**src/rtl/core/tsc_pkg.sv**
```systemverilog
// ----------------------------------------------------------------------------
// tsc_pkg
// shared codes, constants and item types of the triggered scope capture
// ----------------------------------------------------------------------------
package tsc_pkg;

    localparam logic [1:0] KIND_SAMPLE = 2'd0;
    localparam logic [1:0] KIND_TAKE   = 2'd1;
    localparam logic [1:0] KIND_POINT  = 2'd2;

    localparam logic [1:0] BANK_0 = 2'd0;
    localparam logic [1:0] BANK_1 = 2'd1;
    localparam logic [1:0] BANK_2 = 2'd2;

    localparam int X_ORIGIN   = -120;
    localparam int CORNER_FAR = 130;

    localparam logic [3:0] SCALE_SHIFT_RESET = 4'd5;

    localparam int QUEUE_DEPTH = 4;
    localparam int QPTR_W      = $clog2(QUEUE_DEPTH);
    localparam int QCNT_W      = $clog2(QUEUE_DEPTH + 1);

    // one accepted point request, as it leaves the front end
    typedef struct packed {
        logic              is_corner;
        logic              unwritten;
        logic              last;
        logic signed [8:0] x;
        logic signed [15:0] corner_y;
    } point_tok_t;

    // queue entry: request plus the raw sample read for it
    typedef struct packed {
        point_tok_t         tok;
        logic signed [15:0] raw;
    } point_entry_t;

    function automatic logic signed [8:0] corner_x(input logic [1:0] c);
        logic signed [8:0] v;
        case (c)
            2'd0, 2'd1: v = 9'(CORNER_FAR);
            default:    v = 9'(-CORNER_FAR);
        endcase
        return v;
    endfunction

    function automatic logic signed [15:0] corner_y(input logic [1:0] c);
        logic signed [15:0] v;
        case (c)
            2'd1, 2'd2: v = 16'(-CORNER_FAR);
            default:    v = 16'sd0;
        endcase
        return v;
    endfunction

endpackage

```
**src/rtl/core/tsc_queue.sv**
```systemverilog
// ----------------------------------------------------------------------------
// tsc_queue
// short fifo of point requests between front end and output stage
// ----------------------------------------------------------------------------
module tsc_queue (
    input  logic                       clk,
    input  logic                       rst_n,
    input  logic                       push,
    input  tsc_pkg::point_entry_t      push_entry,
    output logic                       pop_valid,
    input  logic                       pop_ready,
    output tsc_pkg::point_entry_t      pop_entry,
    output logic [tsc_pkg::QCNT_W-1:0] count
);

    tsc_pkg::point_entry_t         entry_reg [tsc_pkg::QUEUE_DEPTH];
    logic [tsc_pkg::QPTR_W-1:0]    wr_ptr_reg, wr_ptr_next;
    logic [tsc_pkg::QPTR_W-1:0]    rd_ptr_reg, rd_ptr_next;
    logic [tsc_pkg::QCNT_W-1:0]    count_reg, count_next;
    logic                          pop;

    assign pop       = pop_valid && pop_ready;
    assign pop_valid = count_reg != '0;
    assign pop_entry = entry_reg[rd_ptr_reg];
    assign count     = count_reg;

    always_comb
    begin
        wr_ptr_next = push ? wr_ptr_reg + tsc_pkg::QPTR_W'(1) : wr_ptr_reg;
        rd_ptr_next = pop ? rd_ptr_reg + tsc_pkg::QPTR_W'(1) : rd_ptr_reg;
        count_next  = count_reg;
        if (push && !pop)
        begin
            count_next = count_reg + tsc_pkg::QCNT_W'(1);
        end
        else if (pop && !push)
        begin
            count_next = count_reg - tsc_pkg::QCNT_W'(1);
        end
    end

    always_ff @(posedge clk or negedge rst_n)
    begin
        if (!rst_n)
        begin
            wr_ptr_reg <= '0;
            rd_ptr_reg <= '0;
            count_reg  <= '0;
        end
        else
        begin
            wr_ptr_reg <= wr_ptr_next;
            rd_ptr_reg <= rd_ptr_next;
            count_reg  <= count_next;
        end
    end

    always_ff @(posedge clk)
    begin
        if (push)
        begin
            entry_reg[wr_ptr_reg] <= push_entry;
        end
    end

endmodule

```
**config.mk**
```make
export PLATFORM = sky130hd
export DESIGN_NAME = tsc_queue
export DESIGN_NICKNAME = d
export VERILOG_FILES = /design/src/rtl/core/tsc_pkg.sv /design/src/rtl/core/tsc_queue.sv
export SDC_FILE = /design/constraint.sdc
export NUM_CORES = 1
export LEC_CHECK = 0
export ABC_AREA = 1
export ABC_CLOCK_PERIOD_IN_PS = 3260
export CAP_MARGIN = 5
export CORE_UTILIZATION = 55
export CTS_CLUSTER_SIZE = 40
export DETAILED_ROUTE_END_ITERATION = 16
export DONT_BUFFER_PORTS = 1
export GPL_TIMING_DRIVEN = 0
export PLACE_DENSITY = 0.7
export SLEW_MARGIN = 20
export SYNTH_ARGS = -nofsm -noshare
export SYNTH_HDL_FRONTEND = slang
export SYNTH_SLANG_ARGS = --single-unit
export TNS_END_PERCENT = 50
```
**constraint.sdc**
```tcl
create_clock -name clk -period 3.26 [get_ports clk]
set_input_delay 0.163 -clock clk [delete_from_list [all_inputs] [get_ports clk]]
set_output_delay 0.163 -clock clk [all_outputs]
set_load 0.005 [all_outputs]
```
## Word level (Yosys, flattened, before mapping)

Memory sizes are Yosys's and may differ from the RTL's.
Index checks and enable logic that the tools add are counted.

- Bits in writable memories: 176
- Word-level logic and storage cells: 19
- Output and inout bits: 48
- Memories kept: 1
- Bits in registers: 7
- Bits of input ports: 48

- Reduce and logical (&&, ||, !) cells: 7
- Mux-type cells: 4
- $add $sub $neg: 4

Memory list:

| memory | depth | width | read ports | clocked after memory_dff | write ports | RTL line | source |
|---|---|---|---|---|---|---|---|
| entry_reg | 4 | 44 | 1 | 0 | 1 | tsc_queue.sv:16 | `tsc_pkg::point_entry_t entry_reg [tsc_pkg::QUEUE_DEPTH];` |

Operators by type and width:

| operator | count |
|---|---|
| 3-bit 2-to-1 mux | 2 |
| 2-bit by 1-bit adder with 2-bit output, second input constant | 2 |
| 3-bit by 1-bit adder with 3-bit output, second input constant | 1 |
| 1-bit logical AND | 3 |
| 3-bit nonzero test | 1 |
| 3-bit by 1-bit subtractor with 3-bit output, second input constant | 1 |
| 1-bit zero test | 2 |
| 1-bit 2-to-1 mux | 2 |
| 2-bit nonzero test | 1 |

## Depth between registers and ports, before layout

- Depth after elaboration: 5
- Mapped depth: 11
- Gate-level depth less buffers: 11

## Worst setup path after synthesis

Ideal clock, no wire load.

- Path kind: reg-to-reg
- Start point: register wr_ptr_reg[0] (netlist name)
- End point: memory entry_reg[0][0] (netlist name) (enable)
- Data arrival time: 1.537 ns
- Period minus slack after synthesis: 1.935 ns
- Library setup time: 0.398 ns
- Required time: 2.862 ns
- Slack: 1.325 ns
- Stages on the path, launching flop included: 5
- Path buffers: 0
- Path through: dfrtp_1 > inv_1 > ha_1 > nand2_1 > inv_1

RTL lines:

| element | RTL line | source |
|---|---|---|
| start, declared | tsc_queue.sv:17 | `logic [tsc_pkg::QPTR_W-1:0] wr_ptr_reg, wr_ptr_next;` |
| start signal, assigned | tsc_queue.sv:52 | `wr_ptr_reg <= wr_ptr_next;` |
| end, declared | tsc_queue.sv:16 |  |

Straight into the memory's write port.

==> results.json <==
{
  "status": "complete, no violations",
  "rsz0062_at_grt": "false",
  "die_area_mm2": 0.0140,
  "slew-limit-headroom_pct": 55.5,
  "worst_slack_ps": 1200,
  "cts.sinks": 183,
  "clockRootBuffer": "clkbuf_16",
  "initial_core_util_pct": 56.3,
  "clockBufferDepth": 2,
  "clkTransAtPathRegs_ps": 60,
  "htreeDepth": 4,
  "groute.usage.overall_pct": 22.8,
  "cts_setup_buffers": 0,
  "syn_area_per_cell_um2": 13.1,
  "rrSetupSlack_ps": 1420,
  "multi_input_area_mm2": 0.00140,
  "drt_iter0_markers": 323,
  "antenna-diode-count": 0,
  "maxCapViolations": 0,
  "p_per_area_mw_per_mm2": 867,
  "clock-skew-final_ps": 8.63,
  "grt_overflow": 0,
  "crit_buf_inv": 2,
  "worstSetupPathType": "flip-flop to output pin",
  "final_core_util_pct": 66.0,
  "drive_above_1_share_pct": 10.4,
  "routed-via-count": 4352,
  "finalCritPeriodShare_pct": 63.1,
  "fmaxAchievable_ghz": 0.486,
  "first_global_vias": 4488,
  "critPathRequiredTime_ps": 3100,
  "ir_drop_v": 0.000465,
  "drt_first_pass_iters": 6,
  "grt_pass1_wl_um": 23400,
  "worst_path_max_delay_cell": "clkbuf_1",
  "worst_slew_pin_slew_ps": 668,
  "clk_latency_ps": 430,
  "post-place-ws_ps": 1400,
  "place_congestion": 0.725,
  "synth_cell_types": 19,
  "core_mm2": 0.0132,
  "netlist_instances": 567,
  "synth_area_mm2": 0.00745,
  "crit_path_cell_trace": "inv_2 > clkbuf_1 > nand2_1 > o211ai_1 > nand2_1",
  "end_kind": "output pin",
  "start_kind": "flip-flop",
  "hold_buffers": 46,
  "finalMaxSlewViolations": 0,
  "cts_buffers": 17,
  "crit_path_max_incr_delay_ps": 540,
  "setup_violations": 0,
  "chipWidth_um": 118,
  "wirelength_um": 14800,
  "place_hpwl_um": 8600,
  "finalHoldViolCount": 0,
  "finalNetCount": 687,
  "ant_nets": 0,
  "period_minus_slack_ps": 2060,
  "cp.arrival_ps": 1890,
  "critPathMaxFanout": 10,
  "synth_seq_cells": 183,
  "ioPinCount": 96,
  "largest_reg_flops": 176,
  "die_y_um": 118,
  "regArea_mm2": 0.00546,
  "cts_tree": "done",
  "core.rowCount": 42,
  "drc": 0,
  "power.leakage_uw": 0.00345,
  "critPathTopFamily": "buffers and inverters",
  "port_buffers": 0,
  "seq_area_frac_synth_pct": 73.3,
  "hold_path_class": "input port to flip-flop",
  "syn_to_final_growth_pct": 17.3,
  "synth_nets": 621,
  "critical_path.most_common_cell": "nand2_1",
  "routed_via_density": 5.29,
  "tns_ps": 0,
  "ys_warn_count": 0,
  "grt_antenna_before_repair": 0,
  "grt_max_degree": 45,
  "wl_per_cell_um": 18.0,
  "fill_cells": 966,
  "cts.repair.resized": 0
}
metal layers:
layer / track usage (%) / vias up / wire, µm
li1: - / 2093 / -
met1: 27.7 / 2109 / 6140
met2: 37.6 / 129 / 7570
met3: 7.24 / 21 / 840
met4: 10.1 / 0 / 223
met5: 0 / - / 0
final timing paths:
path,start,endpoint,cells after the start
hold / removal,push,count[0],2
min in group asynchronous,rst_n,count[0],1
setup reg to reg,count[0],count[2],10
setup / recovery,rd_ptr_reg[0],pop_entry[17],5
hold reg to reg,wr_ptr_reg[0],wr_ptr_reg[0],1
max in group asynchronous,rst_n,wr_ptr_reg[1],1
power by group:
part / internal [µW] / switching [µW]
logic: 742 / 1640
registers: 3080 / 130
clock network: 1130 / 852
total: 4950 / 2620
Yosys cell counts:
master	count	share of area, %
buf_2	9	0.60
buf_4	4	0.40
buf_6	11	1.7
clkbuf_1	5	0.25
dfrtp_1	7	2.4
edfxtp_1	176	71
fa_1	1	0.27
ha_1	5	0.84
inv_1	99	5.0
inv_2	2	0.10
nand2_1	152	7.7
nand3_1	3	0.20
nand4_1	1	0.084
nor2_1	1	0.050
o211ai_1	81	8.2
o211ai_2	7	1.2
o21ai_1	1	0.067
xnor2_1	1	0.12
xor2_1	1	0.12
metrics by stage:
step / hold WS [ps] / cells / total power, µW / cell area (µm²)
after floorplan: -133 / 567 / 4880 / 7450
after global placement: -132 / 743 / 5540 / 7670
after detailed placement: -132 / 744 / 5610 / 7700
after CTS: 0.158 / 822 / 7640 / 8740
after global routing: 12.1 / 822 / 8010 / 8740
final: 8.58 / 822 / 7580 / 8740
placed cells by master (no fill, tap or decap), types with 4 or more instances in the layout:
master and count:
buf_6 11, inv_1 95, clkbuf_16 17, dfrtp_1 7, buf_2 9, o211ai_2 7
dlygate4sd3_1 46, buf_4 4, nand2_1 152, edfxtp_1 176, o211ai_1 81, ha_1 5
clkinv_4 4, clkbuf_1 5
logic make-up after synthesis:
| group | Yosys count | synth area share (%) |
|---|---|---|
| compound gates | 89 | 9.40 |
| buf+inv | 130 | 8.01 |
| fa+ha+maj | 6 | 1.11 |
| xor+xnor | 2 | 0.235 |
| simple gates | 157 | 7.99 |
| flops | 183 | 73.3 |
cell type report:
type / instances / area share, %
buffer: 29 / 2.49
clock buffer: 17 / 4.87
clock inverter: 15 / 1.76
inverter: 101 / 4.42
multi-input combinational: 254 / 16.0
sequential: 183 / 62.5
tap: 176 / 2.52
timing repair buffer: 47 / 5.50
worst reg2reg max path: stages, from the launching register on:
cell and delay (ps):
dfrtp_1 440, nor2_1 130, nand2_1 140, nand2_1 130, ha_1 160, inv_1 70, fa_1 390, inv_1 70
nand2_1 70, nand4_1 80, nand2_1 50
Power figures use the tool's default switching activity.
