**src/rtl/core/tsc_pkg.sv**
```systemverilog
// ----------------------------------------------------------------------------
// tsc_pkg
// shared codes, constants and item types of the triggered scope capture
// ----------------------------------------------------------------------------
package tsc_pkg;

    localparam logic [1:0] KIND_SAMPLE = 2'd0;
    localparam logic [1:0] KIND_TAKE   = 2'd1;
    localparam logic [1:0] KIND_POINT  = 2'd2;

    localparam logic [1:0] BANK_0 = 2'd0;
    localparam logic [1:0] BANK_1 = 2'd1;
    localparam logic [1:0] BANK_2 = 2'd2;

    localparam int X_ORIGIN   = -120;
    localparam int CORNER_FAR = 130;

    localparam logic [3:0] SCALE_SHIFT_RESET = 4'd5;

    localparam int QUEUE_DEPTH = 4;
    localparam int QPTR_W      = $clog2(QUEUE_DEPTH);
    localparam int QCNT_W      = $clog2(QUEUE_DEPTH + 1);

    // one accepted point request, as it leaves the front end
    typedef struct packed {
        logic              is_corner;
        logic              unwritten;
        logic              last;
        logic signed [8:0] x;
        logic signed [15:0] corner_y;
    } point_tok_t;

    // queue entry: request plus the raw sample read for it
    typedef struct packed {
        point_tok_t         tok;
        logic signed [15:0] raw;
    } point_entry_t;

    function automatic logic signed [8:0] corner_x(input logic [1:0] c);
        logic signed [8:0] v;
        case (c)
            2'd0, 2'd1: v = 9'(CORNER_FAR);
            default:    v = 9'(-CORNER_FAR);
        endcase
        return v;
    endfunction

    function automatic logic signed [15:0] corner_y(input logic [1:0] c);
        logic signed [15:0] v;
        case (c)
            2'd1, 2'd2: v = 16'(-CORNER_FAR);
            default:    v = 16'sd0;
        endcase
        return v;
    endfunction

endpackage

```
**src/rtl/core/tsc_front.sv**
```systemverilog
// ----------------------------------------------------------------------------
// tsc_front
// accepts items, runs trigger and bank rotation, issues sample ram accesses
// ----------------------------------------------------------------------------
module tsc_front #(
    parameter int FRAME_LENGTH = 240,
    parameter int DECIMATION   = 2
) (
    input  logic                                clk,
    input  logic                                rst_n,
    input  logic                                in_valid,
    output logic                                in_ready,
    input  logic [1:0]                          kind,
    input  logic signed [15:0]                  sample,
    input  logic [6:0]                          point_index,
    input  logic [tsc_pkg::QCNT_W-1:0]          queue_count,
    output logic                                ram_wr_en,
    output logic [$clog2(3*FRAME_LENGTH)-1:0]   ram_wr_addr,
    output logic [15:0]                         ram_wr_data,
    output logic                                ram_rd_en,
    output logic [$clog2(3*FRAME_LENGTH)-1:0]   ram_rd_addr,
    output logic                                tok_valid,
    output tsc_pkg::point_tok_t                 tok
);

    localparam int TRACE_POINTS = 1 + (FRAME_LENGTH - 1 + DECIMATION - 1) / DECIMATION;
    localparam int POS_W  = $clog2(FRAME_LENGTH + 1);
    localparam int IDX_W  = $clog2(FRAME_LENGTH);
    localparam int ADDR_W = $clog2(3 * FRAME_LENGTH);
    localparam int SI_W   = 8 + $clog2(DECIMATION);

    logic [1:0]          fill_reg, fill_next;
    logic [1:0]          spare_reg, spare_next;
    logic [1:0]          show_reg, show_next;
    logic [POS_W-1:0]    pos_reg, pos_next;
    logic signed [15:0]  prev_reg;
    logic [POS_W-1:0]    hw_reg [3];
    logic [POS_W-1:0]    hw_next [3];
    logic                tok_valid_reg, tok_valid_next;
    tsc_pkg::point_tok_t tok_reg, tok_next;

    logic                accept;
    logic                do_write;
    logic [POS_W-1:0]    pos_inc;
    logic [SI_W-1:0]     si_full;
    logic [IDX_W-1:0]    si;
    logic                in_trace;
    logic                in_corner;
    logic [1:0]          corner_sel;
    logic [ADDR_W-1:0]   fill_base;
    logic [ADDR_W-1:0]   show_base;

    function automatic logic [ADDR_W-1:0] bank_base(input logic [1:0] b);
        logic [ADDR_W-1:0] v;
        unique case (b)
            tsc_pkg::BANK_0: v = '0;
            tsc_pkg::BANK_1: v = ADDR_W'(FRAME_LENGTH);
            default:         v = ADDR_W'(2 * FRAME_LENGTH);
        endcase
        return v;
    endfunction

    assign in_ready = (int'(queue_count) + int'(tok_valid_reg)) < tsc_pkg::QUEUE_DEPTH;
    assign accept   = in_valid && in_ready;

    assign fill_base = bank_base(fill_reg);
    assign show_base = bank_base(show_reg);
    assign pos_inc   = pos_reg + POS_W'(1);

    assign si_full = (point_index == 7'd0) ? '0 :
                     SI_W'(1) + SI_W'(point_index - 7'd1) * SI_W'(DECIMATION);
    assign si      = (int'(si_full) >= FRAME_LENGTH) ? IDX_W'(FRAME_LENGTH - 1)
                                                     : IDX_W'(si_full);

    assign in_trace   = int'(point_index) < TRACE_POINTS;
    assign in_corner  = !in_trace && (int'(point_index) < TRACE_POINTS + 4);
    assign corner_sel = 2'(int'(point_index) - TRACE_POINTS);

    assign do_write = accept && (kind == tsc_pkg::KIND_SAMPLE)
                      && !((pos_reg == '0) && !((sample > 16'sd0) && (prev_reg <= 16'sd0)))
                      && (int'(pos_reg) < FRAME_LENGTH);

    assign ram_wr_en   = do_write;
    assign ram_wr_addr = fill_base + ADDR_W'(pos_reg[IDX_W-1:0]);
    assign ram_wr_data = sample;
    assign ram_rd_en   = accept && (kind == tsc_pkg::KIND_POINT) && in_trace;
    assign ram_rd_addr = show_base + ADDR_W'(si);

    always_comb
    begin
        fill_next      = fill_reg;
        spare_next     = spare_reg;
        show_next      = show_reg;
        pos_next       = pos_reg;
        hw_next        = hw_reg;
        tok_valid_next = tok_valid_reg;
        tok_next       = tok_reg;
        if (accept)
        begin
            tok_valid_next = 1'b0;
            case (kind)
                tsc_pkg::KIND_SAMPLE:
                begin
                    if (!((pos_reg == '0) && !((sample > 16'sd0) && (prev_reg <= 16'sd0))))
                    begin
                        if (int'(pos_reg) >= FRAME_LENGTH)
                        begin
                            fill_next  = spare_reg;
                            spare_next = fill_reg;
                            pos_next   = '0;
                        end
                        else
                        begin
                            pos_next = pos_inc;
                            if (pos_inc > hw_reg[fill_reg])
                            begin
                                hw_next[fill_reg] = pos_inc;
                            end
                        end
                    end
                end
                tsc_pkg::KIND_TAKE:
                begin
                    show_next  = spare_reg;
                    spare_next = show_reg;
                end
                tsc_pkg::KIND_POINT:
                begin
                    tok_valid_next     = in_trace || in_corner;
                    tok_next.is_corner = !in_trace;
                    tok_next.unwritten = POS_W'(si) >= hw_reg[show_reg];
                    tok_next.last      = in_corner && (corner_sel == 2'd3);
                    tok_next.x         = in_trace
                        ? 9'(tsc_pkg::X_ORIGIN + DECIMATION * int'(point_index))
                        : tsc_pkg::corner_x(corner_sel);
                    tok_next.corner_y  = tsc_pkg::corner_y(corner_sel);
                end
                default:
                begin
                end
            endcase
        end
        else
        begin
            tok_valid_next = 1'b0;
        end
    end

    always_ff @(posedge clk or negedge rst_n)
    begin
        if (!rst_n)
        begin
            fill_reg      <= tsc_pkg::BANK_0;
            spare_reg     <= tsc_pkg::BANK_1;
            show_reg      <= tsc_pkg::BANK_2;
            pos_reg       <= '0;
            prev_reg      <= '0;
            hw_reg        <= '{default: '0};
            tok_valid_reg <= 1'b0;
        end
        else
        begin
            fill_reg      <= fill_next;
            spare_reg     <= spare_next;
            show_reg      <= show_next;
            pos_reg       <= pos_next;
            hw_reg        <= hw_next;
            tok_valid_reg <= tok_valid_next;
            if (accept && (kind == tsc_pkg::KIND_SAMPLE))
            begin
                prev_reg <= sample;
            end
        end
    end

    always_ff @(posedge clk)
    begin
        tok_reg <= tok_next;
    end

    assign tok_valid = tok_valid_reg;
    assign tok       = tok_reg;

endmodule

```
**config.mk**
```make
export PLATFORM = sky130hd
export DESIGN_NAME = tsc_front
export DESIGN_NICKNAME = d
export VERILOG_FILES = /design/src/rtl/core/tsc_pkg.sv /design/src/rtl/core/tsc_front.sv
export SDC_FILE = /design/constraint.sdc
export NUM_CORES = 1
export LEC_CHECK = 0
export BUFFER_PORTS_ARGS = -buffer_cell sky130_fd_sc_hd__buf_2
export CORE_MARGIN = 1.5
export CORE_UTILIZATION = 55
export DETAILED_ROUTE_END_ITERATION = 6
export PLACE_DENSITY = 0.81
export SLEW_MARGIN = 5
export SYNTH_ARGS = -nofsm -noshare
export SYNTH_HDL_FRONTEND = slang
export SYNTH_SLANG_ARGS = --single-unit
```
**constraint.sdc**
```tcl
create_clock -name clk -period 5.1 [get_ports clk]
set_input_delay 1.02 -clock clk [delete_from_list [all_inputs] [get_ports clk]]
set_output_delay 1.02 -clock clk [all_outputs]
set_load 0.005 [all_outputs]
```
# [Word level (Yosys, flattened, before mapping)]
# Cells that the tools add are included.
[classes] n_addsub=8 magnitude_cmp=13 eq_ne=9 n_mux=22 n_bitwise=4 reduce_logical=30
[ops] operator="8-bit 2-to-1 mux" n=7
[ops] operator="9-bit case mux with 2 select lines" n=2
[ops] operator="8-bit binary-select mux with 2-bit select" n=2
[ops] operator="9-bit 2-to-1 mux" n=3
[ops] operator="24-bit bitwise mux" n=1
[ops] operator="10-bit by 8-bit adder with 10-bit output" n=2
[ops] operator="8-bit demux with 2-bit select" n=1
[ops] operator="16-bit by 1-bit > comparator with 1-bit output, second input constant" n=1
[ops] operator="16-bit by 1-bit less-or-equal comparator with 1-bit output, second input constant" n=1
[ops] operator="16-bit 2-to-1 mux" n=1
[ops] operator="7-bit < comparator, second input constant" n=2
[ops] operator="1-bit logical AND" n=11
[ops] operator="1-bit by 9-bit adder with 9-bit output, first input constant" n=1
[ops] operator="8-bit by 9-bit adder with 9-bit output, first input constant" n=1
[ops] operator="9-bit by 8-bit greater-or-equal comparator with 1-bit output, second input constant" n=1
[ops] operator="8-bit by 1-bit adder with 8-bit output, second input constant" n=1
[ops] operator="2-bit by 1-bit == test with 1-bit output, second input constant" n=4
[ops] operator="8-bit greater-or-equal comparator" n=1
[ops] operator="8-bit greater-or-equal comparator, second input constant" n=1
[ops] operator="8-bit > comparator" n=1
[ops] operator="2-bit logical NOT" n=4
[ops] operator="8-bit logical NOT" n=1
[ops] operator="8-bit < comparator, second input constant" n=1
[ops] operator="4-bit AND reduction" n=2
[ops] operator="21 further kinds" n=33
[totals] regBits=83 word_cells=100

# [Logic depth before layout (Yosys ltp)]
[depth] word_depth=7 depth_mapped=13

# [Least setup slack after synthesis]
# No wires, ideal clock.
[synth_timing] kind="in2out" startpoint="in point_index[2]" endpoint="out ram_rd_addr[8]" arrival_ps=3686 slack_ps=394 cell_stages=11 path_cell_list="clkbuf_1 > or4_1 > or2_2 > a22o_1 > o21a_1 > and3_1 > ha_1 > fa_1 > a21o_1 > a21oi_1 > xnor2_1"
[synth_between] elab_chain_cells=6 elab_cells_between_ends=7 cone_classes="add/sub: 3; order compare: 1; mux: 2; reduce/logical: 1"
[synth_lines] item="from (decl)" line_no="tsc_front.sv:15" source="input logic [6:0] point_index,"
[synth_lines] item="7-bit by 1-bit subtractor with 8-bit output" line_no="tsc_front.sv:71" source="SI_W'(1) + SI_W'(point_index - 7'd1) * SI_W'(DECIMATION);"
[synth_lines] item="1-bit by 9-bit adder with 9-bit output" line_no="tsc_front.sv:71"
[synth_lines] item="9-bit 2-to-1 mux (*)" line_no="tsc_front.sv:70" source="assign si_full = (point_index == 7'd0) ? '0 :"
[synth_lines] item="9-bit by 8-bit greater-or-equal comparator with 1-bit output" line_no="tsc_front.sv:72" source="assign si = (int'(si_full) >= FRAME_LENGTH) ? IDX_W'(FRAME_LENGTH - 1)"
[synth_lines] item="8-bit 2-to-1 mux (*)" line_no="tsc_front.sv:72"
[synth_lines] item="10-bit by 8-bit adder with 10-bit output (*)" line_no="tsc_front.sv:87" source="assign ram_rd_addr = show_base + ADDR_W'(si);"
[synth_lines] item="to (decl)" line_no="tsc_front.sv:21" source="output logic [$clog2(3*FRAME_LENGTH)-1:0] ram_rd_addr,"
# Mark *: on every way between the ends. The rest lies on a longest branch, timed or not.

# [Final worst setup path]
[layout_timing] startpoint="in point_index[0]" endpoint="out ram_rd_addr[8]"
# Same word-level chain as after synthesis.

==> impl_metrics.env <==
export IMPL_grt_use_total=0.235
export IMPL_critPathKind="in -> out"
export IMPL_leakagePower_nw=2.38
export IMPL_nets=548
export IMPL_setup_violations_final=0
export IMPL_layoutNonFillerInstCount=592
export IMPL_power_frac_comb=0.349
export IMPL_outcome="finished, final reports clean"
export IMPL_syn_area_um2=4400
export IMPL_ys_seq_elements=67
export IMPL_grt_pass1_vias=3301
export IMPL_drv_slew=0
export IMPL_cp_max_fo=6
export IMPL_viasPerCell=5.70
export IMPL_dp_cells=576
export IMPL_clk_latency_ns=0.35
export IMPL_grt_ovfl_total=0
export IMPL_min_path_type="reg -> reg"
export IMPL_worstPathRequired_ns=4.08
export IMPL_ant_nets=0
export IMPL_clock_sinks=67
export IMPL_hold_viol=0
export IMPL_cts_tree="done"
export IMPL_drive_gt1_frac=0.349
export IMPL_p_per_area_nw_per_um2=353
export IMPL_cap_viol_max_count=0
export IMPL_p_int_mw=1.11
export IMPL_clk_pin_slew_ns=0.08
export IMPL_startpoint_type="input pin"
export IMPL_rsz0062_at_grt="false"
export IMPL_clock_power_share=0.248
export IMPL_p_sw_mw=0.613
export IMPL_fill_cells=638
export IMPL_syn_avg_cell_area_um2=10.3
export IMPL_num_vias=3376
export IMPL_hold_buffers=0
export IMPL_ys_types=53
export IMPL_irDropWorstVdd_v=0.000222
export IMPL_fmax_mhz=205
export IMPL_drt_iter0_markers=166
export IMPL_multi_input_area_um2=2270
export IMPL_cts_max_level=3
export IMPL_ios=99
export IMPL_synth_flop_cell="dfrtp_1"
export IMPL_io_buffers=95
export IMPL_min_period_ns=4.89
export IMPL_grt_first_pass_wirelength_um=15700
export IMPL_worst_slew_pin_slew_ns=0.846
export IMPL_die_h_um=92.5
export IMPL_drc=0
export IMPL_num_rows=32
export IMPL_fin_worst_skew_ns=0.0109
export IMPL_cts_setup_buffers=0
export IMPL_synthToLayoutAreaGrowth_pct=11.1
export IMPL_cts_buffers=9
export IMPL_die_w_um=92.5
export IMPL_arrival_ns=3.87
export IMPL_endpoint_kind="primary output"
export IMPL_ys_warn_count=0
export IMPL_gp_congestion=0.837
export IMPL_switching_share=0.356
export IMPL_slew_headroom=0.435
export IMPL_async_reset_ff_frac=0.821
export IMPL_seq_area_um2=1740
export IMPL_wirelength_um=9280
export IMPL_yosysSeqAreaShare=0.395
export IMPL_core_area_um2=7730
export IMPL_final_area_um2=4890
export IMPL_largest_register_ffs=24
export IMPL_seqPwrFrac=0.403
export IMPL_synth_edf_count=12
export IMPL_antenna_cells=0
export IMPL_drt_pass1_iterations=4
export IMPL_cts_root_buf="clkbuf_8"
export IMPL_grt_start_max_net_pins=56
export IMPL_wl_per_cell_um=15.7
export IMPL_cts_max_path_buffers=2
export IMPL_dpl_hpwl_um=6800
export IMPL_placed_area_um2=4690
export IMPL_synthCells=427
export IMPL_tns_ns=0
export IMPL_start_util=0.570
export IMPL_dieArea_um2=8550
export IMPL_grt_antenna_before_repair=0
export IMPL_period_share=0.958
==> placed cells by master, fill, tap and decap left out, types with 8 or more instances in the layout <==
cell	instances
buf_2	95
nor2_1	25
nand2_1	28
clkbuf_8	11
inv_1	15
mux2_4	8
xnor2_1	11
ha_1	30
o21ai_0	20
mux2_2	37
mux2i_1	18
a21oi_1	32
edfxtp_1	12
dfrtp_1	53
==> final cells by class <==
cell class	count	area share
clock buffers	11	0.0310
clock inverters	5	0.00870
inverters	15	0.0115
multi-input cells	294	0.465
flip-flops and latches	67	0.356
well taps	102	0.0261
repair buffers	98	0.102
==> per-stage QoR <==
step                hold WS [ns]  setup WS [ns]  utilization  total power [mW]
floorplan                  0.462          0.394            -              1.14
CTS                        0.512          0.156        0.632              1.73
global route               0.536        0.00915        0.633              1.85
global placement           0.476          0.211        0.607              1.26
finish                     0.508          0.214        0.633              1.72
detailed placement         0.494          0.167        0.607              1.30
==> kinds of logic after synthesis <==
logic type | after synthesis | synth area share
buf+inv | 68 | 0.0907
xor+xnor | 18 | 0.0358
fa+ha+maj | 32 | 0.0944
other cells | 1 | 0.000852
compound gates | 77 | 0.106
mux | 63 | 0.163
flops | 67 | 0.395
simple gates | 101 | 0.114
==> cell usage after synthesis (3+ instances only) <==
| master | n | area (um2) |
|---|---|---|
| dfrtp_1 | 53 | 1330 |
| mux2_2 | 37 | 417 |
| buf_4 | 36 | 270 |
| a21oi_1 | 32 | 160 |
| ha_1 | 30 | 375 |
| nand2_1 | 28 | 105 |
| nor2_1 | 25 | 93.8 |
| o21ai_0 | 20 | 100 |
| mux2i_1 | 18 | 180 |
| inv_1 | 15 | 56.3 |
| clkbuf_1 | 13 | 48.8 |
| edfxtp_1 | 12 | 360 |
| xnor2_1 | 11 | 96.3 |
| mux2_4 | 8 | 120 |
| nand3_1 | 7 | 35.0 |
| nor4_1 | 7 | 43.8 |
| xor2_1 | 7 | 61.3 |
| a21o_1 | 5 | 37.5 |
| nor2b_1 | 5 | 31.3 |
| nor3_1 | 5 | 25.0 |
| and3_1 | 4 | 25.0 |
| nand4_1 | 4 | 25.0 |
| or2_2 | 4 | 25.0 |
| a22o_1 | 3 | 26.3 |
==> metal layers <==
| layer | share of wire | GRT usage | vias to the layer above |
|---|---|---|---|
| li1 | - | - | 1592 |
| met3 | 0.060 | 0.0460 | 14 |
| met5 | 0 | 0 | - |
| met4 | 0.018 | 0.0859 | 0 |
| met2 | 0.48 | 0.403 | 138 |
| met1 | 0.44 | 0.293 | 1632 |
==> repair_timing <==
action,CTS,global route
endpoints found under the setup margin,0,1
hold endpoints to repair,0,0
gates resized for setup,0,1
==> worst max-delay path, cell delays in order <==
cell	delay [ns]
buf_2	0.15
inv_1	0.11
ha_1	0.25
nor3_1	0.14
a21oi_1	0.06
or3_1	0.35
a22o_1	0.20
o21a_1	0.14
and3_1	0.18
ha_1	0.23
fa_1	0.43
a21o_1	0.17
a21oi_1	0.18
xnor2_1	0.13
buf_2	0.12
==> worst paths after layout <==
| kind | cells after the start | end | from | slack [ns] |
|---|---|---|---|---|
| hold / removal | 2 | spare_reg[0] | spare_reg[0] | 0.51 |
| setup / recovery | 15 | ram_rd_addr[8] | point_index[0] | 0.21 |
| setup reg to reg | 9 | hw_reg[22] | fill_reg[1] | 1.38 |
| min in group asynchronous | 2 | hw_reg[8] | rst_n | 0.80 |
| hold reg to reg | 2 | spare_reg[0] | spare_reg[0] | 0.51 |
| max in group asynchronous | 2 | spare_reg[1] | rst_n | 3.86 |
==> power by group through the flow <==
| stage | registers (mW) | logic, mW | clock network, mW |
|---|---|---|---|
| after floorplan | 0.684 | 0.456 | 0 |
| after global placement | 0.700 | 0.563 | 0 |
| after detailed placement | 0.704 | 0.591 | 0 |
| after CTS | 0.695 | 0.599 | 0.433 |
| after global routing | 0.710 | 0.678 | 0.463 |
| final | 0.696 | 0.602 | 0.427 |
Power figures use the tool's default switching activity.
