## src/rtl/core/tsc_pkg.sv

```systemverilog
// ----------------------------------------------------------------------------
// tsc_pkg
// shared codes, constants and item types of the triggered scope capture
// ----------------------------------------------------------------------------
package tsc_pkg;

    localparam logic [1:0] KIND_SAMPLE = 2'd0;
    localparam logic [1:0] KIND_TAKE   = 2'd1;
    localparam logic [1:0] KIND_POINT  = 2'd2;

    localparam logic [1:0] BANK_0 = 2'd0;
    localparam logic [1:0] BANK_1 = 2'd1;
    localparam logic [1:0] BANK_2 = 2'd2;

    localparam int X_ORIGIN   = -120;
    localparam int CORNER_FAR = 130;

    localparam logic [3:0] SCALE_SHIFT_RESET = 4'd5;

    localparam int QUEUE_DEPTH = 4;
    localparam int QPTR_W      = $clog2(QUEUE_DEPTH);
    localparam int QCNT_W      = $clog2(QUEUE_DEPTH + 1);

    // one accepted point request, as it leaves the front end
    typedef struct packed {
        logic              is_corner;
        logic              unwritten;
        logic              last;
        logic signed [8:0] x;
        logic signed [15:0] corner_y;
    } point_tok_t;

    // queue entry: request plus the raw sample read for it
    typedef struct packed {
        point_tok_t         tok;
        logic signed [15:0] raw;
    } point_entry_t;

    function automatic logic signed [8:0] corner_x(input logic [1:0] c);
        logic signed [8:0] v;
        case (c)
            2'd0, 2'd1: v = 9'(CORNER_FAR);
            default:    v = 9'(-CORNER_FAR);
        endcase
        return v;
    endfunction

    function automatic logic signed [15:0] corner_y(input logic [1:0] c);
        logic signed [15:0] v;
        case (c)
            2'd1, 2'd2: v = 16'(-CORNER_FAR);
            default:    v = 16'sd0;
        endcase
        return v;
    endfunction

endpackage

```

## src/rtl/core/tsc_back.sv

```systemverilog
// ----------------------------------------------------------------------------
// tsc_back
// output stage: scales trace samples, zeroes unwritten ones, picks corner values, holds the result
// ----------------------------------------------------------------------------
module tsc_back (
    input  logic                  clk,
    input  logic                  rst_n,
    input  logic [3:0]            scale_shift,
    input  logic                  q_valid,
    output logic                  q_ready,
    input  tsc_pkg::point_entry_t q_entry,
    output logic                  out_valid,
    input  logic                  out_ready,
    output logic signed [8:0]     out_x,
    output logic signed [15:0]    out_y,
    output logic                  out_last
);

    logic               valid_reg;
    logic signed [8:0]  x_reg;
    logic signed [15:0] y_reg;
    logic               last_reg;
    logic signed [15:0] y_next;
    logic               load;

    assign q_ready = !valid_reg || out_ready;
    assign load    = q_valid && q_ready;

    always_comb
    begin
        if (q_entry.tok.is_corner)
        begin
            y_next = q_entry.tok.corner_y;
        end
        else if (q_entry.tok.unwritten)
        begin
            y_next = '0;
        end
        else
        begin
            y_next = q_entry.raw >>> scale_shift;
        end
    end

    always_ff @(posedge clk or negedge rst_n)
    begin
        if (!rst_n)
        begin
            valid_reg <= 1'b0;
        end
        else if (q_ready)
        begin
            valid_reg <= q_valid;
        end
    end

    always_ff @(posedge clk)
    begin
        if (load)
        begin
            x_reg    <= q_entry.tok.x;
            y_reg    <= y_next;
            last_reg <= q_entry.tok.last;
        end
    end

    assign out_valid = valid_reg;
    assign out_x     = x_reg;
    assign out_y     = y_reg;
    assign out_last  = last_reg;

endmodule

```

## config.mk

```make
export PLATFORM = sky130hd
export DESIGN_NAME = tsc_back
export DESIGN_NICKNAME = d
export VERILOG_FILES = /design/src/rtl/core/tsc_pkg.sv /design/src/rtl/core/tsc_back.sv
export SDC_FILE = /design/constraint.sdc
export NUM_CORES = 1
export LEC_CHECK = 0
export ABC_AREA = 1
export BUFFER_PORTS_ARGS = -buffer_cell sky130_fd_sc_hd__buf_2
export CORE_ASPECT_RATIO = 1.4
export CORE_MARGIN = 5
export CORE_UTILIZATION = 43
export DETAILED_ROUTE_END_ITERATION = 12
export PLACE_DENSITY = 0.73
export SYNTH_ARGS = -nofsm -noshare
export SYNTH_HDL_FRONTEND = slang
export SYNTH_SLANG_ARGS = --single-unit
export TNS_END_PERCENT = 50
```

## constraint.sdc

```tcl
create_clock -name clk -period 2.5 [get_ports clk]
set_input_delay 0.25 -clock clk [delete_from_list [all_inputs] [get_ports clk]]
set_output_delay 0.25 -clock clk [all_outputs]
set_load 0.01 [all_outputs]
```

== After elaboration in Yosys (flattened, before gate mapping) ==
Index checks and enable logic that the tools add are counted.

* Bits in registers: 27
* Bits of input ports: 52
* Output and inout bits: 28
* Logic and storage cells: 10

* Shift operators: 1
* Mux-type cells: 2
* Reductions and logical operators: 3

{| class="wikitable"
|+ Operators with widths
! kind !! count
|-
| $mux 16 || 2
|-
| $sshr 16x4->16 || 1
|-
| $logic_and 1x1->1 || 1
|-
| $logic_not 1->1 || 1
|-
| $logic_or 1x1->1 || 1
|}

== Logic depth before layout (Yosys ltp) ==
Gate-level depths: netlist of run 1.

* Depth in word-level cells: 3
* Depth in mapped cells: 11
* Mapped depth without buffers: 10

== Least setup slack after synthesis of run 1 ==
No wires, ideal clock.

* Path kind: flip-flop to flip-flop
* Start: reg valid_reg, in the netlist out_valid
* End: reg last_reg, in the netlist out_last (enable)
* Arrival: 1.752 ns
* Required time: 2.082 ns
* Slack: 0.330 ns
* Stages on the path, launching flop included: 2
* Clock period less this slack: 2.170 ns
* Cells stage by stage: dfrtp_1 -> a21oi_1

* Longest elaborated chain between the ends: 3

{| class="wikitable"
|+ Ends and longest elaborated chain
! element !! line !! RTL
|-
| start: declaration || tsc_back.sv:19 || <nowiki>logic valid_reg;</nowiki>
|-
| start signal: assignment || tsc_back.sv:53 || <nowiki>valid_reg <= q_valid;</nowiki>
|-
| $logic_not 1->1 || tsc_back.sv:26 || <nowiki>assign q_ready = !valid_reg || out_ready;</nowiki>
|-
| $logic_or 1x1->1 || tsc_back.sv:26 ||
|-
| $logic_and 1x1->1 || tsc_back.sv:27 || <nowiki>assign load = q_valid && q_ready;</nowiki>
|-
| net load || tsc_back.sv:24 || <nowiki>logic load;</nowiki>
|-
| end signal: assignment || tsc_back.sv:63 || <nowiki>last_reg <= q_entry.tok.last;</nowiki>
|-
| end: declaration || tsc_back.sv:22 || <nowiki>logic last_reg;</nowiki>
|}

The timed path passes the listed nets, and every way through them passes these cells.
A chain may end at the register's enable or synchronous reset.

== Worst setup path in the final report of run 1 ==
* Start: reg valid_reg, in the netlist out_valid
* End: reg y_reg[5], in the netlist out_y[5] (enable)

* Longest elaborated chain between the ends: 3

{| class="wikitable"
|+ Ends and longest elaborated chain
! element !! line !! RTL
|-
| $logic_not 1->1 || tsc_back.sv:26 ||
|-
| $logic_or 1x1->1 || tsc_back.sv:26 ||
|-
| $logic_and 1x1->1 || tsc_back.sv:27 ||
|-
| net load || tsc_back.sv:24 ||
|-
| end signal: assignment || tsc_back.sv:62 || <nowiki>y_reg <= y_next;</nowiki>
|-
| end: declaration || tsc_back.sv:21 || <nowiki>logic signed [15:0] y_reg;</nowiki>
|}

The timed path passes the listed nets, and every way through them passes these cells.

==> results.md, run 1 <==
- Final HPWL DP: 3.49 mm
- RR Endpoint: out_y[5]
- Endpoint with the worst hold slack: out_x[0]
- Startpoint of the worst-slack reg-to-reg timing path: out_valid
- Hold wc startpoint: q_entry[32]
- Number of cells produced by synthesis: between 200 and 250
- Horizontal die dimension: approximately 64 um
- Port Buf Inserts: 79
- Worst Path Max Fanout: 16
- Setup slack of the critical path after layout: 0.951 ns
- Type of the worst setup path: reg -> reg
- Global-route wire length before repair: 7.12 mm
- Unrepaired setup endpoints after global routing: no
- Total I/O pin count: 80
- Clock-pin transition on the worst setup and hold timing paths: ~0.090 ns
- Routed wire length per instance: approximately 12 um
- Setup bufs post-CTS: 0
- Delay-heaviest family, CP: compound AO/OA/AOI/OAI gates
- Worst hold path cell count: 1
- Antenna fix cells: 0
- Count of synthesis-stage warnings from yosys: 0
- Worst setup skew after layout: ~0.0055 ns
- Fraction of layout cells with a size suffix above 1: a little under a third
- Total of endpoints with negative setup slack in the final report: 0
- Total clock buffers created by CTS: 3
- Height of the die: about 85 um
- Placeable core area: between 3000 and 4000 sq um
- Area growth from synthesis to layout: 23.8%
- Minimum clock period after layout: between 1.5 and 2 ns
- Yosys cell types: 18
- Worst setup SP type: flip-flop
- Overall Power: approximately 1.0 mW
- Total gr overflow: 0
- Final design utilization: 54.8%
- Outcome: completed
- Detailed Routing Iterations Pass 1: 7
- Die footprint: 5460 sq um
- Top library cells by usage in the layout, fill and taps aside: sky130_fd_sc_hd__nand2_1 (104), sky130_fd_sc_hd__buf_2 (79), sky130_fd_sc_hd__nand3_1 (67)
- Number of DRC violations after detailed routing: 0
- Worst VDD drop: slightly above 400 uV
- Register-to-register setup slack: about 0.95 ns
- Slew at the pin closest to its max-slew limit: 0.950 ns
- Sink count of the clock tree: 27
- Max transition margin: 36.4%
- Starting DRT DRC Count: a little under 50
- Type of the worst min-delay path: in -> reg
- List of cells traversed by the critical path: a21oi_2, buf_4
- Delay of the slowest cell on the worst path: between 0.4 and 0.5 ns
- Critical Path Slowest Stage Cell: sky130_fd_sc_hd__a21oi_2
- Antenna viol nets, final: 0
- Seq/Total Area, Yosys: about 46%
- Leakage: approximately 1.1 nW
- Detailed-route vias per instance: between 5 and 6
- Final wirelength: 4.29 mm
- #FFs+latches synth: 27
- Depth of the worst register-to-register path: 2
- Crit path arrival time: around 1.5 ns
- Final slew viol count: 0
- Vias post-DR: approximately 1800
- Nature of the critical path endpoint: flip-flop
- Pin count of the biggest net entering global routing: 19
- Initial antenna violation count: 0
- Root Buffer: sky130_fd_sc_hd__clkbuf_8
- Worst skew pair latency: 0.27 ns
- Minimum setup slack after placement: 0.886 ns
- Post-synth design cell area: approximately 1800 sq um
- Max cap viols: 0
- Hold Vio Cnt, Final: 0
- Final-layout setup total negative slack: 0 ns
- Commonest non-fill, non-tap cell in the layout: sky130_fd_sc_hd__nand2_1
- Number of nets in the layout: ~360
- Standard-cell rows: 27
- Syn nets: 281
- Via count of the first global-routing pass: between 1500 and 2000
- Clock tree from TritonCTS: built
- Max Freq: roughly 650 MHz
- Combined buffer and inverter count along the critical path: 1
- Average cell area after synthesis: 7.64 sq um
- Number of levels the H-tree was split into: 1
- Gp weighted congestion: about 0.87
- Total placed instance area: approximately 2100 sq um
- Number of buffers on the longest clock path: 2
- Effective utilization at floorplan: 44.3%
- Power per cell area: approximately 480 nW/um^2
- Required time of the worst setup path: between 2 and 2.5 ns
- Total non-filler cell area in the finished layout: 2170 sq um
- Post-route clock period utilization: about three fifths
- Total routing usage reported by global routing: 16.0%
-- where the power goes --
| group | leakage, nW | internal [mW] | switching (mW) | total [mW] |
|---|---|---|---|---|
| combinational | 0.841 | 0.0998 | 0.156 | 0.256 |
| clock | 0.0228 | 0.114 | 0.124 | 0.238 |
| sequential | 0.262 | 0.531 | 0.00623 | 0.538 |
| total | 1.13 | 0.745 | 0.286 | 1.03 |
-- per-layer routing --
layer  vias to the layer above  track usage, %  part of all wire, %
met2                        77            31.4                   52
met3                        11            2.49                  7.9
li1                        915               -                    -
met5                         -               0                    0
met4                         0            5.67                  2.8
met1                       790            16.4                   37
-- per-stage QoR --
step | std cells | hold slack (ns)
final | 345 | 0.150
after global routing | 345 | 0.145
after CTS | 345 | 0.146
after detailed placement | 340 | 0.0257
after global placement | 340 | 0.0250
after floorplan | 229 | -0.0456
-- flip-flops by register name (all words and copies together) (netlist names) --
register   cells
out_last       1
out_valid      1
out_x          9
out_y         16
-- timing repair --
action,in CTS,in global routing
hold endpoints to repair,1,0
hold buffers,1,0
resized for setup,0,0
-- synthesized netlist by cell type --
library cell | number | area share, %
sky130_fd_sc_hd__a22o_1 | 1 | 0.50
sky130_fd_sc_hd__nand2_4 | 1 | 0.64
sky130_fd_sc_hd__inv_1 | 7 | 1.5
sky130_fd_sc_hd__nand2_2 | 2 | 0.71
sky130_fd_sc_hd__clkbuf_1 | 2 | 0.43
sky130_fd_sc_hd__buf_4 | 3 | 1.3
sky130_fd_sc_hd__buf_6 | 3 | 1.9
sky130_fd_sc_hd__buf_12 | 1 | 1.1
sky130_fd_sc_hd__nand3_2 | 4 | 2.3
sky130_fd_sc_hd__buf_2 | 3 | 0.86
sky130_fd_sc_hd__nand2_1 | 104 | 22
sky130_fd_sc_hd__nor2_1 | 1 | 0.21
sky130_fd_sc_hd__a21oi_1 | 1 | 0.29
sky130_fd_sc_hd__nand3_1 | 67 | 19
sky130_fd_sc_hd__inv_2 | 1 | 0.21
sky130_fd_sc_hd__edfxtp_1 | 26 | 45
sky130_fd_sc_hd__dfrtp_1 | 1 | 1.4
sky130_fd_sc_hd__inv_6 | 1 | 0.50
-- area by class of cell --
| cell class | count | area [sq um] |
|---|---|---|
| clock buffer | 4 | 45.0 |
| fill | 397 | 1790 |
| inverter | 9 | 38.8 |
| multi-input combinational | 181 | 811 |
| sequential | 27 | 806 |
| tap | 43 | 53.8 |
| timing repair buffer | 81 | 413 |
-- worst max-delay path by stage --
stage | startpoint | endpoint | slack, ns | cells after the start
after floorplan | out_valid | out_last | 0.33 | 1
after global placement | scale_shift[0] | out_y[9] | 0.93 | 10
after detailed placement | q_entry[43] | out_y[4] | 0.89 | 4
after CTS | out_valid | out_y[4] | 0.93 | 2
after global routing | out_valid | out_x[2] | 0.83 | 2
final | out_valid | out_y[5] | 0.95 | 2
-- kinds of logic after synthesis --
family	Yosys count	share of synthesized area, %
AND/OR/NAND/NOR	179	45.3
buffers and inverters	21	7.86
flip-flops	27	46.0
AO/OA/AOI/OAI	2	0.786
Power figures use the tool's default switching activity.
==> run 2, diff against run 1 <==
--- a/config.mk
+++ b/config.mk
@@ -9,9 +9,9 @@
 export BUFFER_PORTS_ARGS = -buffer_cell sky130_fd_sc_hd__buf_2
 export CORE_ASPECT_RATIO = 1.4
 export CORE_MARGIN = 5
-export CORE_UTILIZATION = 43
+export CORE_UTILIZATION = 42
 export DETAILED_ROUTE_END_ITERATION = 12
-export PLACE_DENSITY = 0.73
+export PLACE_DENSITY = 0.75
 export SYNTH_ARGS = -nofsm -noshare
 export SYNTH_HDL_FRONTEND = slang
 export SYNTH_SLANG_ARGS = --single-unit
==> constraint.sdc (replaced) <==
create_clock -name clk -period 1.4 [get_ports clk]
set_input_delay 0.14 -clock clk [delete_from_list [all_inputs] [get_ports clk]]
set_output_delay 0.14 -clock clk [all_outputs]
set_load 0.01 [all_outputs]
==> run 2 against run 1 <==
  * Final cell count up 1.2%
  * Sequential power increased by 79%
  * Clock power rose by 74%
  * Power rose by 79%
  * Die area increased by 2.1%
  * Critical path depth stayed put
  * Critical path type unchanged
  * Sequential share of layout area down 0.84 points
  * Non-clock buffer count increased by 4
  * Via count is 0.22% higher
==> results.md, run 2 (synthesized netlist as in run 1, its figures left out) <==
- Unrepaired setup endpoints after global routing: no
- Number of DRC violations after detailed routing: 0 (unchanged)
- Final-layout setup total negative slack: 0 ns (unchanged)
- Sequential cell area: 806 sq um (unchanged)
- Root Buffer: sky130_fd_sc_hd__clkbuf_8
- Commonest non-fill, non-tap cell in the layout: sky130_fd_sc_hd__nand2_1
- Met3 WL: 423 um (+24%)
- Post-route clock period utilization: 78.6% (+17 points)
- Minimum clock period after layout: 1.10 ns (-0.449 ns)
- Clock tree from TritonCTS: built
- Nature of the critical path endpoint: flip-flop
- Power per cell area: 834 nW/um^2 (+75%)
- Type of the worst min-delay path: in -> reg
- Worst VDD drop: 332 uV (-18%)
- Total routing usage reported by global routing: 16.0% (about the same)
- Number of nets in the layout: 359 (+1.1%)
- Height of the die: 86.4 um (+1.0%)
- Top library cells by usage in the layout, fill and taps aside: sky130_fd_sc_hd__nand2_1 (104), sky130_fd_sc_hd__buf_2 (79), sky130_fd_sc_hd__nand3_1 (67)
- Final slew viol count: 0 (unchanged)
- Initial antenna violation count: 0 (unchanged)
- Final HPWL DP: 3.49 mm (about the same)
- Sink count of the clock tree: 27 (unchanged)
- Final wirelength: 4.25 mm (-0.91%)
- Worst skew pair latency: 0.26 ns (about the same)
- Number of buffers on the longest clock path: 2 (unchanged)
- Number of levels the H-tree was split into: 1 (unchanged)
- Starting DRT DRC Count: 109 (+120%)
- Clock-pin transition on the worst setup and hold timing paths: 0.08 ns (about the same)
- Cells resized by post-CTS repair: 0 (unchanged)
- Slew at the pin closest to its max-slew limit: 0.913 ns (-0.0373 ns)
- Worst setup SP type: flip-flop
- Type of the worst setup path: reg -> reg
- Max Freq: 909 MHz (+41%)
- Final design utilization: 55.6% (+0.79 points)
- Setup bufs post-CTS: 0 (unchanged)
- Gp weighted congestion: 0.888 (+1.9%)
- Highest layer used for signal routing: met4
- Max transition margin: 38.9% (+2.5 points)
- Outcome: completed
- List of cells traversed by the critical path: a21oi_4, buf_12
- Detailed Routing Iterations Pass 1: 4 (-3)
- Routed wire length per instance: 12.2 um (-2.0%)
- Area growth from synthesis to layout: 26.7%
- Antenna viol nets, final: 0 (unchanged)
- Standard-cell rows: 27 (unchanged)
- Total instance count after detailed placement: 344 (+1.2%)
- Hold Vio Cnt, Final: 0 (unchanged)
- Total gr overflow: 0 (unchanged)
- Detailed-route vias per instance: 5.15 (-0.93%)
- Horizontal die dimension: 64.6 um (+1.0%)
- Vias post-DR: 1797 (+0.22%)
- WL met1: 1.66 mm (+4.5%)
- Count of hold buffers inserted by post-cts repair: 1 (unchanged)
- Worst setup skew after layout: 0.00114 ns (-0.00438 ns)
- Pin count of the biggest net entering global routing: 27 (+8)
- Number of flip-flops in the largest register: 16 (unchanged)
- Die footprint: 5580 sq um (+2.1%)
- Fill count: 409 (+3.0%)
- Critical Path Slowest Stage Cell: sky130_fd_sc_hd__dfrtp_1
- Total clock buffers created by CTS: 3 (unchanged)
- Placeable core area: 3990 sq um (+0.85%)
- Delay of the slowest cell on the worst path: 0.42 ns (-0.07 ns)
- Max cap viols: 0 (unchanged)
- Crit path arrival time: 1.07 ns (-0.44 ns)
- Total of endpoints with negative setup slack in the final report: 0 (unchanged)
- Global-route wire length before repair: 7.20 mm (+1.2%)
- Footprint of the multi-input gates: 818 sq um (+0.93%)
- Leakage: 1.15 nW (+2.2%)
- Fraction of layout cells with a size suffix above 1: 31.7% (+0.90 points)
- Total I/O pin count: 80 (unchanged)
- Port Buf Inserts: 79 (unchanged)
- Via count of the first global-routing pass: 1664 (-0.060%)
- Detailed route wirelength on metal2: 2.11 mm (-5.6%)
- Number of standard cells in the final layout excluding fillers: 349 (+1.2%)
- Required time of the worst setup path: 1.37 ns (-1.09 ns)
- Worst Path Max Fanout: 26 (+10)
- Antenna fix cells: 0 (unchanged)
- Effective utilization at floorplan: 43.9% (-0.38 points)
-- run 2: worst max-delay path, delay by kind of cell, from the launching register on --
kind | cells | cell delay, ns
DFF | 1 | 0.42
buffers and inverters | 1 | 0.19
AOI/OAI and AO/OA | 1 | 0.18
-- run 2: final timing paths --
check | end | cells after the start | slack [ns] | from
max | out_y[4] | 2 | 0.30 | out_valid
min | out_x[3] | 1 | 0.05 | q_entry[35]
max reg2reg | out_y[4] | 2 | 0.30 | out_valid
min reg2reg | out_valid | 2 | 0.58 | out_valid
max in group asynchronous | out_valid | 2 | 1.13 | rst_n
min in group asynchronous | out_valid | 2 | 0.18 | rst_n
-- run 2: per-layer routing --
layer	up-vias	GRT usage [%]
met5	-	0
met4	0	6.54
met3	4	3.37
met2	77	28.6
met1	794	18.3
li1	922	-
-- run 2: final cells by class --
type | instances | area share [%]
Multi-Input combinational cell | 181 | 36.9
Tap cell | 43 | 2.43
Timing Repair Buffer | 85 | 20.5
Sequential cell | 27 | 36.3
Inverter | 9 | 1.75
Clock buffer | 4 | 2.03
-- run 2: where the power goes --
part	total (mW)	internal, mW	switching [mW]
Clock	0.415	0.203	0.211
Sequential	0.961	0.949	0.0121
Combinational	0.474	0.192	0.281
Total	1.85	1.34	0.505
-- run 2: per-stage QoR --
step	worst slack (ns)	hold slack (ns)	power, mW	cell area, sq um
5_1_grt	0.174	0.0276	1.99	2220
3_3_place_gp	0.0561	-0.0848	1.45	2160
4_1_cts	0.288	0.0387	1.87	2220
6_report	0.300	0.0464	1.85	2220
2_1_floorplan	0.0523	-0.156	1.28	1760
3_5_place_dp	0.0351	-0.0849	1.45	2160
==> run 3, diff against run 2 <==
--- a/config.mk
+++ b/config.mk
@@ -5,13 +5,13 @@
 export SDC_FILE = /design/constraint.sdc
 export NUM_CORES = 1
 export LEC_CHECK = 0
-export ABC_AREA = 1
+export ABC_AREA = 0
 export BUFFER_PORTS_ARGS = -buffer_cell sky130_fd_sc_hd__buf_2
 export CORE_ASPECT_RATIO = 1.4
 export CORE_MARGIN = 5
-export CORE_UTILIZATION = 42
+export CORE_UTILIZATION = 43
 export DETAILED_ROUTE_END_ITERATION = 12
-export PLACE_DENSITY = 0.75
+export PLACE_DENSITY = 0.74
 export SYNTH_ARGS = -nofsm -noshare
 export SYNTH_HDL_FRONTEND = slang
 export SYNTH_SLANG_ARGS = --single-unit
==> constraint.sdc (replaced) <==
create_clock -name clk -period 1.1 [get_ports clk]
set_input_delay 0.11 -clock clk [delete_from_list [all_inputs] [get_ports clk]]
set_output_delay 0.11 -clock clk [all_outputs]
set_load 0.01 [all_outputs]
==> run 3 against run 2 <==
  * Power rose by 37%
  * Sequential cell count did not move
  * Design area rose by 14%
  * Combinational power rose by 65%
  * Synthesized cell count fell by 46%
  * Final cell count fell by 23%
  * Sequential share of layout area fell by 4.5 points
  * Clock skew rose by 0.0018 ns
  * Largest cell class unchanged
  * The run now ends with setup timing left
  * Worst setup slack got worse by 0.38 ns
  * Critical path depth rose by 3
==> results.md, run 3 <==
- Outcome: complete, but fails checks
- Violated checks: setup timing
- Final slew viol count: 0 (unchanged)
- Total clock buffers created by CTS: 3 (unchanged)
- Proportion of netlist area held by the largest area contributor: 46.2% (+1.6 points)
- Unrepaired setup endpoints after global routing: yes
- Slew at the pin closest to its max-slew limit: 0.307 ns (-0.606 ns)
- Total non-filler cell area in the finished layout: 2530 sq um (+14%)
- Cell type with the highest aggregate area in the netlist: sky130_fd_sc_hd__edfxtp_1
- Post-route clock period utilization: 108%
- Met3 Resource Use GR: 4.15% (+0.78 points)
- Number of levels the H-tree was split into: 1 (unchanged)
- Height of the die: 84.2 um (-2.5%)
- Delay-heaviest family, CP: multiplexers
- Total routing usage reported by global routing: 17.3% (+1.4 points)
- Clock tree from TritonCTS: built
- Routed wire length per instance: 17.2 um (+41%)
- Global route hottest layer: met2
- Yosys cell types: 33 (+15)
- Standard-cell rows: 27 (unchanged)
- Detailed-route vias per instance: 5.51 (+7.0%)
- Hold wc startpoint: q_entry[36]
- Final-layout setup total negative slack: -0.888 ns (-0.888 ns)
- Power per cell area: 1000 nW/um^2 (+20%)
- Max cap viols: 0 (unchanged)
- Overall Power: 2.54 mW (+37%)
- Most frequent cell after synthesis: sky130_fd_sc_hd__edfxtp_1
- Top library cells by usage in the layout, fill and taps aside: sky130_fd_sc_hd__buf_2 (72), sky130_fd_sc_hd__edfxtp_1 (26), sky130_fd_sc_hd__buf_4 (25)
- Max transition margin: 79.2% (+40 points)
- Area growth from synthesis to layout: 49.6%
- Number of buffers on the longest clock path: 2 (unchanged)
- Antenna viol nets, final: 0 (unchanged)
- Initial antenna violation count: 0 (unchanged)
- Worst skew pair latency: 0.26 ns (about the same)
- Antenna fix cells: 0 (unchanged)
- Top cell types by occurrence after synthesis: sky130_fd_sc_hd__edfxtp_1 (26), sky130_fd_sc_hd__mux2i_1 (13), sky130_fd_sc_hd__nand2_1 (10)
- Worst setup skew after layout: 0.00294 ns (+0.00181 ns)
- Number of synthesized flops with an enable pin: 26 (unchanged)
- #FFs+latches synth: 27 (unchanged)
- Commonest non-fill, non-tap cell in the layout: sky130_fd_sc_hd__buf_2
- Final HPWL DP: 3.58 mm (+2.5%)
- Starting DRT DRC Count: 35 (-68%)
- Total of endpoints with negative setup slack in the final report: 35 (+35)
- Crit path arrival time: 1.21 ns (+0.14 ns)
- Total gr overflow: 0 (unchanged)
- Root Buffer: sky130_fd_sc_hd__clkbuf_8
- Count of synthesis-stage warnings from yosys: 0 (unchanged)
- Global-route wire length before repair: 7.38 mm (+2.5%)
- Minimum clock period after layout: 1.18 ns
- Fraction of layout cells with a size suffix above 1: 62.6% (+31 points)
- Nature of the critical path endpoint: flip-flop
- Primary FF master, synth: sky130_fd_sc_hd__edfxtp_1
- Total I/O pin count: 80 (unchanged)
- Type of the worst min-delay path: in -> reg
- Placeable core area: 3880 sq um (-2.5%)
- Final wirelength: 4.64 mm (+9.2%)
- Met2 track demand over resource: 32.4% (+3.8 points)
- Clock-pin transition on the worst setup and hold timing paths: 0.08 ns (about the same)
- Horizontal die dimension: 63.0 um (-2.4%)
- Sink count of the clock tree: 27 (unchanged)
- Number of standard cells in the final layout excluding fillers: 270 (-23%)
- Die footprint: 5310 sq um (-4.9%)
- Minimum setup slack after placement: -0.703 ns (-0.739 ns)
- Pin count of the biggest net entering global routing: 16 (-41%)
- Syn nets: 175 (-38%)
- Port Buf Inserts: 79 (unchanged)
- Delay of the slowest cell on the worst path: 0.55 ns (+0.13 ns)
- Seq/Total Area, Yosys: 47.6% (+1.6 points)
- Worst setup SP type: input pin
- Setup slack of the critical path after layout: -0.0838 ns (-0.384 ns)
- Total placed instance area: 2290 sq um (+6.0%)
- Type of the worst setup path: in -> reg
- Leakage: 1.12 nW (-2.2%)
- Required time of the worst setup path: 1.12 ns (-0.25 ns)
- Startpoint of the worst-slack reg-to-reg timing path: out_valid
- Number of DRC violations after detailed routing: 0 (unchanged)
- Number of flip-flops in the largest register: 16 (unchanged)
- List of cells traversed by the critical path: buf_12, mux4_2, nor2_4, nor3_1, a211o_1
- Detailed Routing Iterations Pass 1: 4 (unchanged)
- Hold Vio Cnt, Final: 0 (unchanged)
- Gp weighted congestion: 0.777 (-12%)
- Final design utilization: 65.2% (+9.5 points)
- Fraction of registers with async set or reset after synthesis: 3.70% (unchanged)
- Worst Path Max Fanout: 7 (-73%)
- Number of cells produced by synthesis: 123 (-46%)
- Via count of the first global-routing pass: 1559 (-6.3%)
- Effective utilization at floorplan: 43.5% (-0.37 points)
- Critical Path Slowest Stage Cell: sky130_fd_sc_hd__mux4_2
- Average cell area after synthesis: 13.8 sq um (+80%)
- Worst VDD drop: 973 uV (+190%)
- Timing startpoint of the critical path: scale_shift[0]
- Vias post-DR: 1488 (-17%)
- Cell types with the largest area share after synthesis: sky130_fd_sc_hd__edfxtp_1 (46%), sky130_fd_sc_hd__mux4_1 (9.3%), sky130_fd_sc_hd__mux4_2 (9.3%)
- Fill count: 312 (-24%)
- GR met1 Demand/Resource: 18.3% (about the same)
- Combined buffer and inverter count along the critical path: 1 (unchanged)
- Max Freq: 845 MHz
- Total instance count after detailed placement: 261 (-24%)
- Number of nets in the layout: 280 (-22%)
- Post-synth design cell area: 1690 sq um (-3.4%)
- Worst hold margin: 0.0147 ns (-0.0317 ns)
[run 3: cell types whose count changed after synthesis, moves of 4 or more]
cell                      previous run  this run
sky130_fd_sc_hd__nand3_2             4         0
sky130_fd_sc_hd__mux4_1              0         6
sky130_fd_sc_hd__nand3_1            67         0
sky130_fd_sc_hd__mux4_2              0         7
sky130_fd_sc_hd__mux2i_1             0        13
sky130_fd_sc_hd__nor3_1              0         4
sky130_fd_sc_hd__nor2_1              1         6
sky130_fd_sc_hd__nand2_1           104        10
[run 3: metal layers]
layer,up-vias,routed length [um],part of all wire [%]
met5,-,0,0
met4,0,70,1.5
met3,8,360,7.8
met2,68,2530,55
met1,714,1670,36
li1,698,-,-
[run 3: logic make-up (layout without fill, tap and decap cells)]
family / after synthesis / count (layout) / synth area share (%)
multiplexers: 28 / 28 / 27.7
buffers and inverters: 16 / 120 / 6.07
AND/OR/NAND/NOR: 26 / 26 / 7.03
flip-flops: 27 / 27 / 47.6
AO/OA/AOI/OAI: 26 / 26 / 11.6
[run 3: layout make-up]
type	instances	area (sq um)	area share, %
repair buffers	111	773	30.5
inverters	5	18.8	0.741
flip-flops and latches	27	806	31.8
well taps	43	53.8	2.13
clock buffers	4	45.0	1.78
multi-input cells	80	835	33.0
[run 3: repair_timing]
action,in CTS,in global routing
hold endpoints to repair,1,0
pin swaps,10,3
buffers inserted,1,1
setup endpoints to repair,38,40
hold buffers,1,0
gates resized for setup,25,10
cloned,1,1
[run 3: where the power goes]
| group | switching (mW) | leakage (nW) | internal (mW) |
|---|---|---|---|
| logic | 0.349 | 0.841 | 0.434 |
| registers | 0.0147 | 0.261 | 1.21 |
| clock network | 0.274 | 0.0228 | 0.259 |
[run 3: path summary, 6_finish.rpt]
check,endpoint,slack [ns],cells past startpoint
worst min-delay path,out_x[4],0.01,1
min in group asynchronous,out_valid,0.16,2
worst max register to register,out_x[6],-0.03,3
max in group asynchronous,out_valid,0.85,2
worst min register to register,out_valid,0.54,2
worst max-delay path,out_y[2],-0.08,5
[run 3: worst reg2reg max path, delay by kind of cell (launching register included)]
family                 cells  cell delay, ns
AND/OR/NAND/NOR            2            0.32
flip-flops                 1            0.38
buffers and inverters      1            0.16
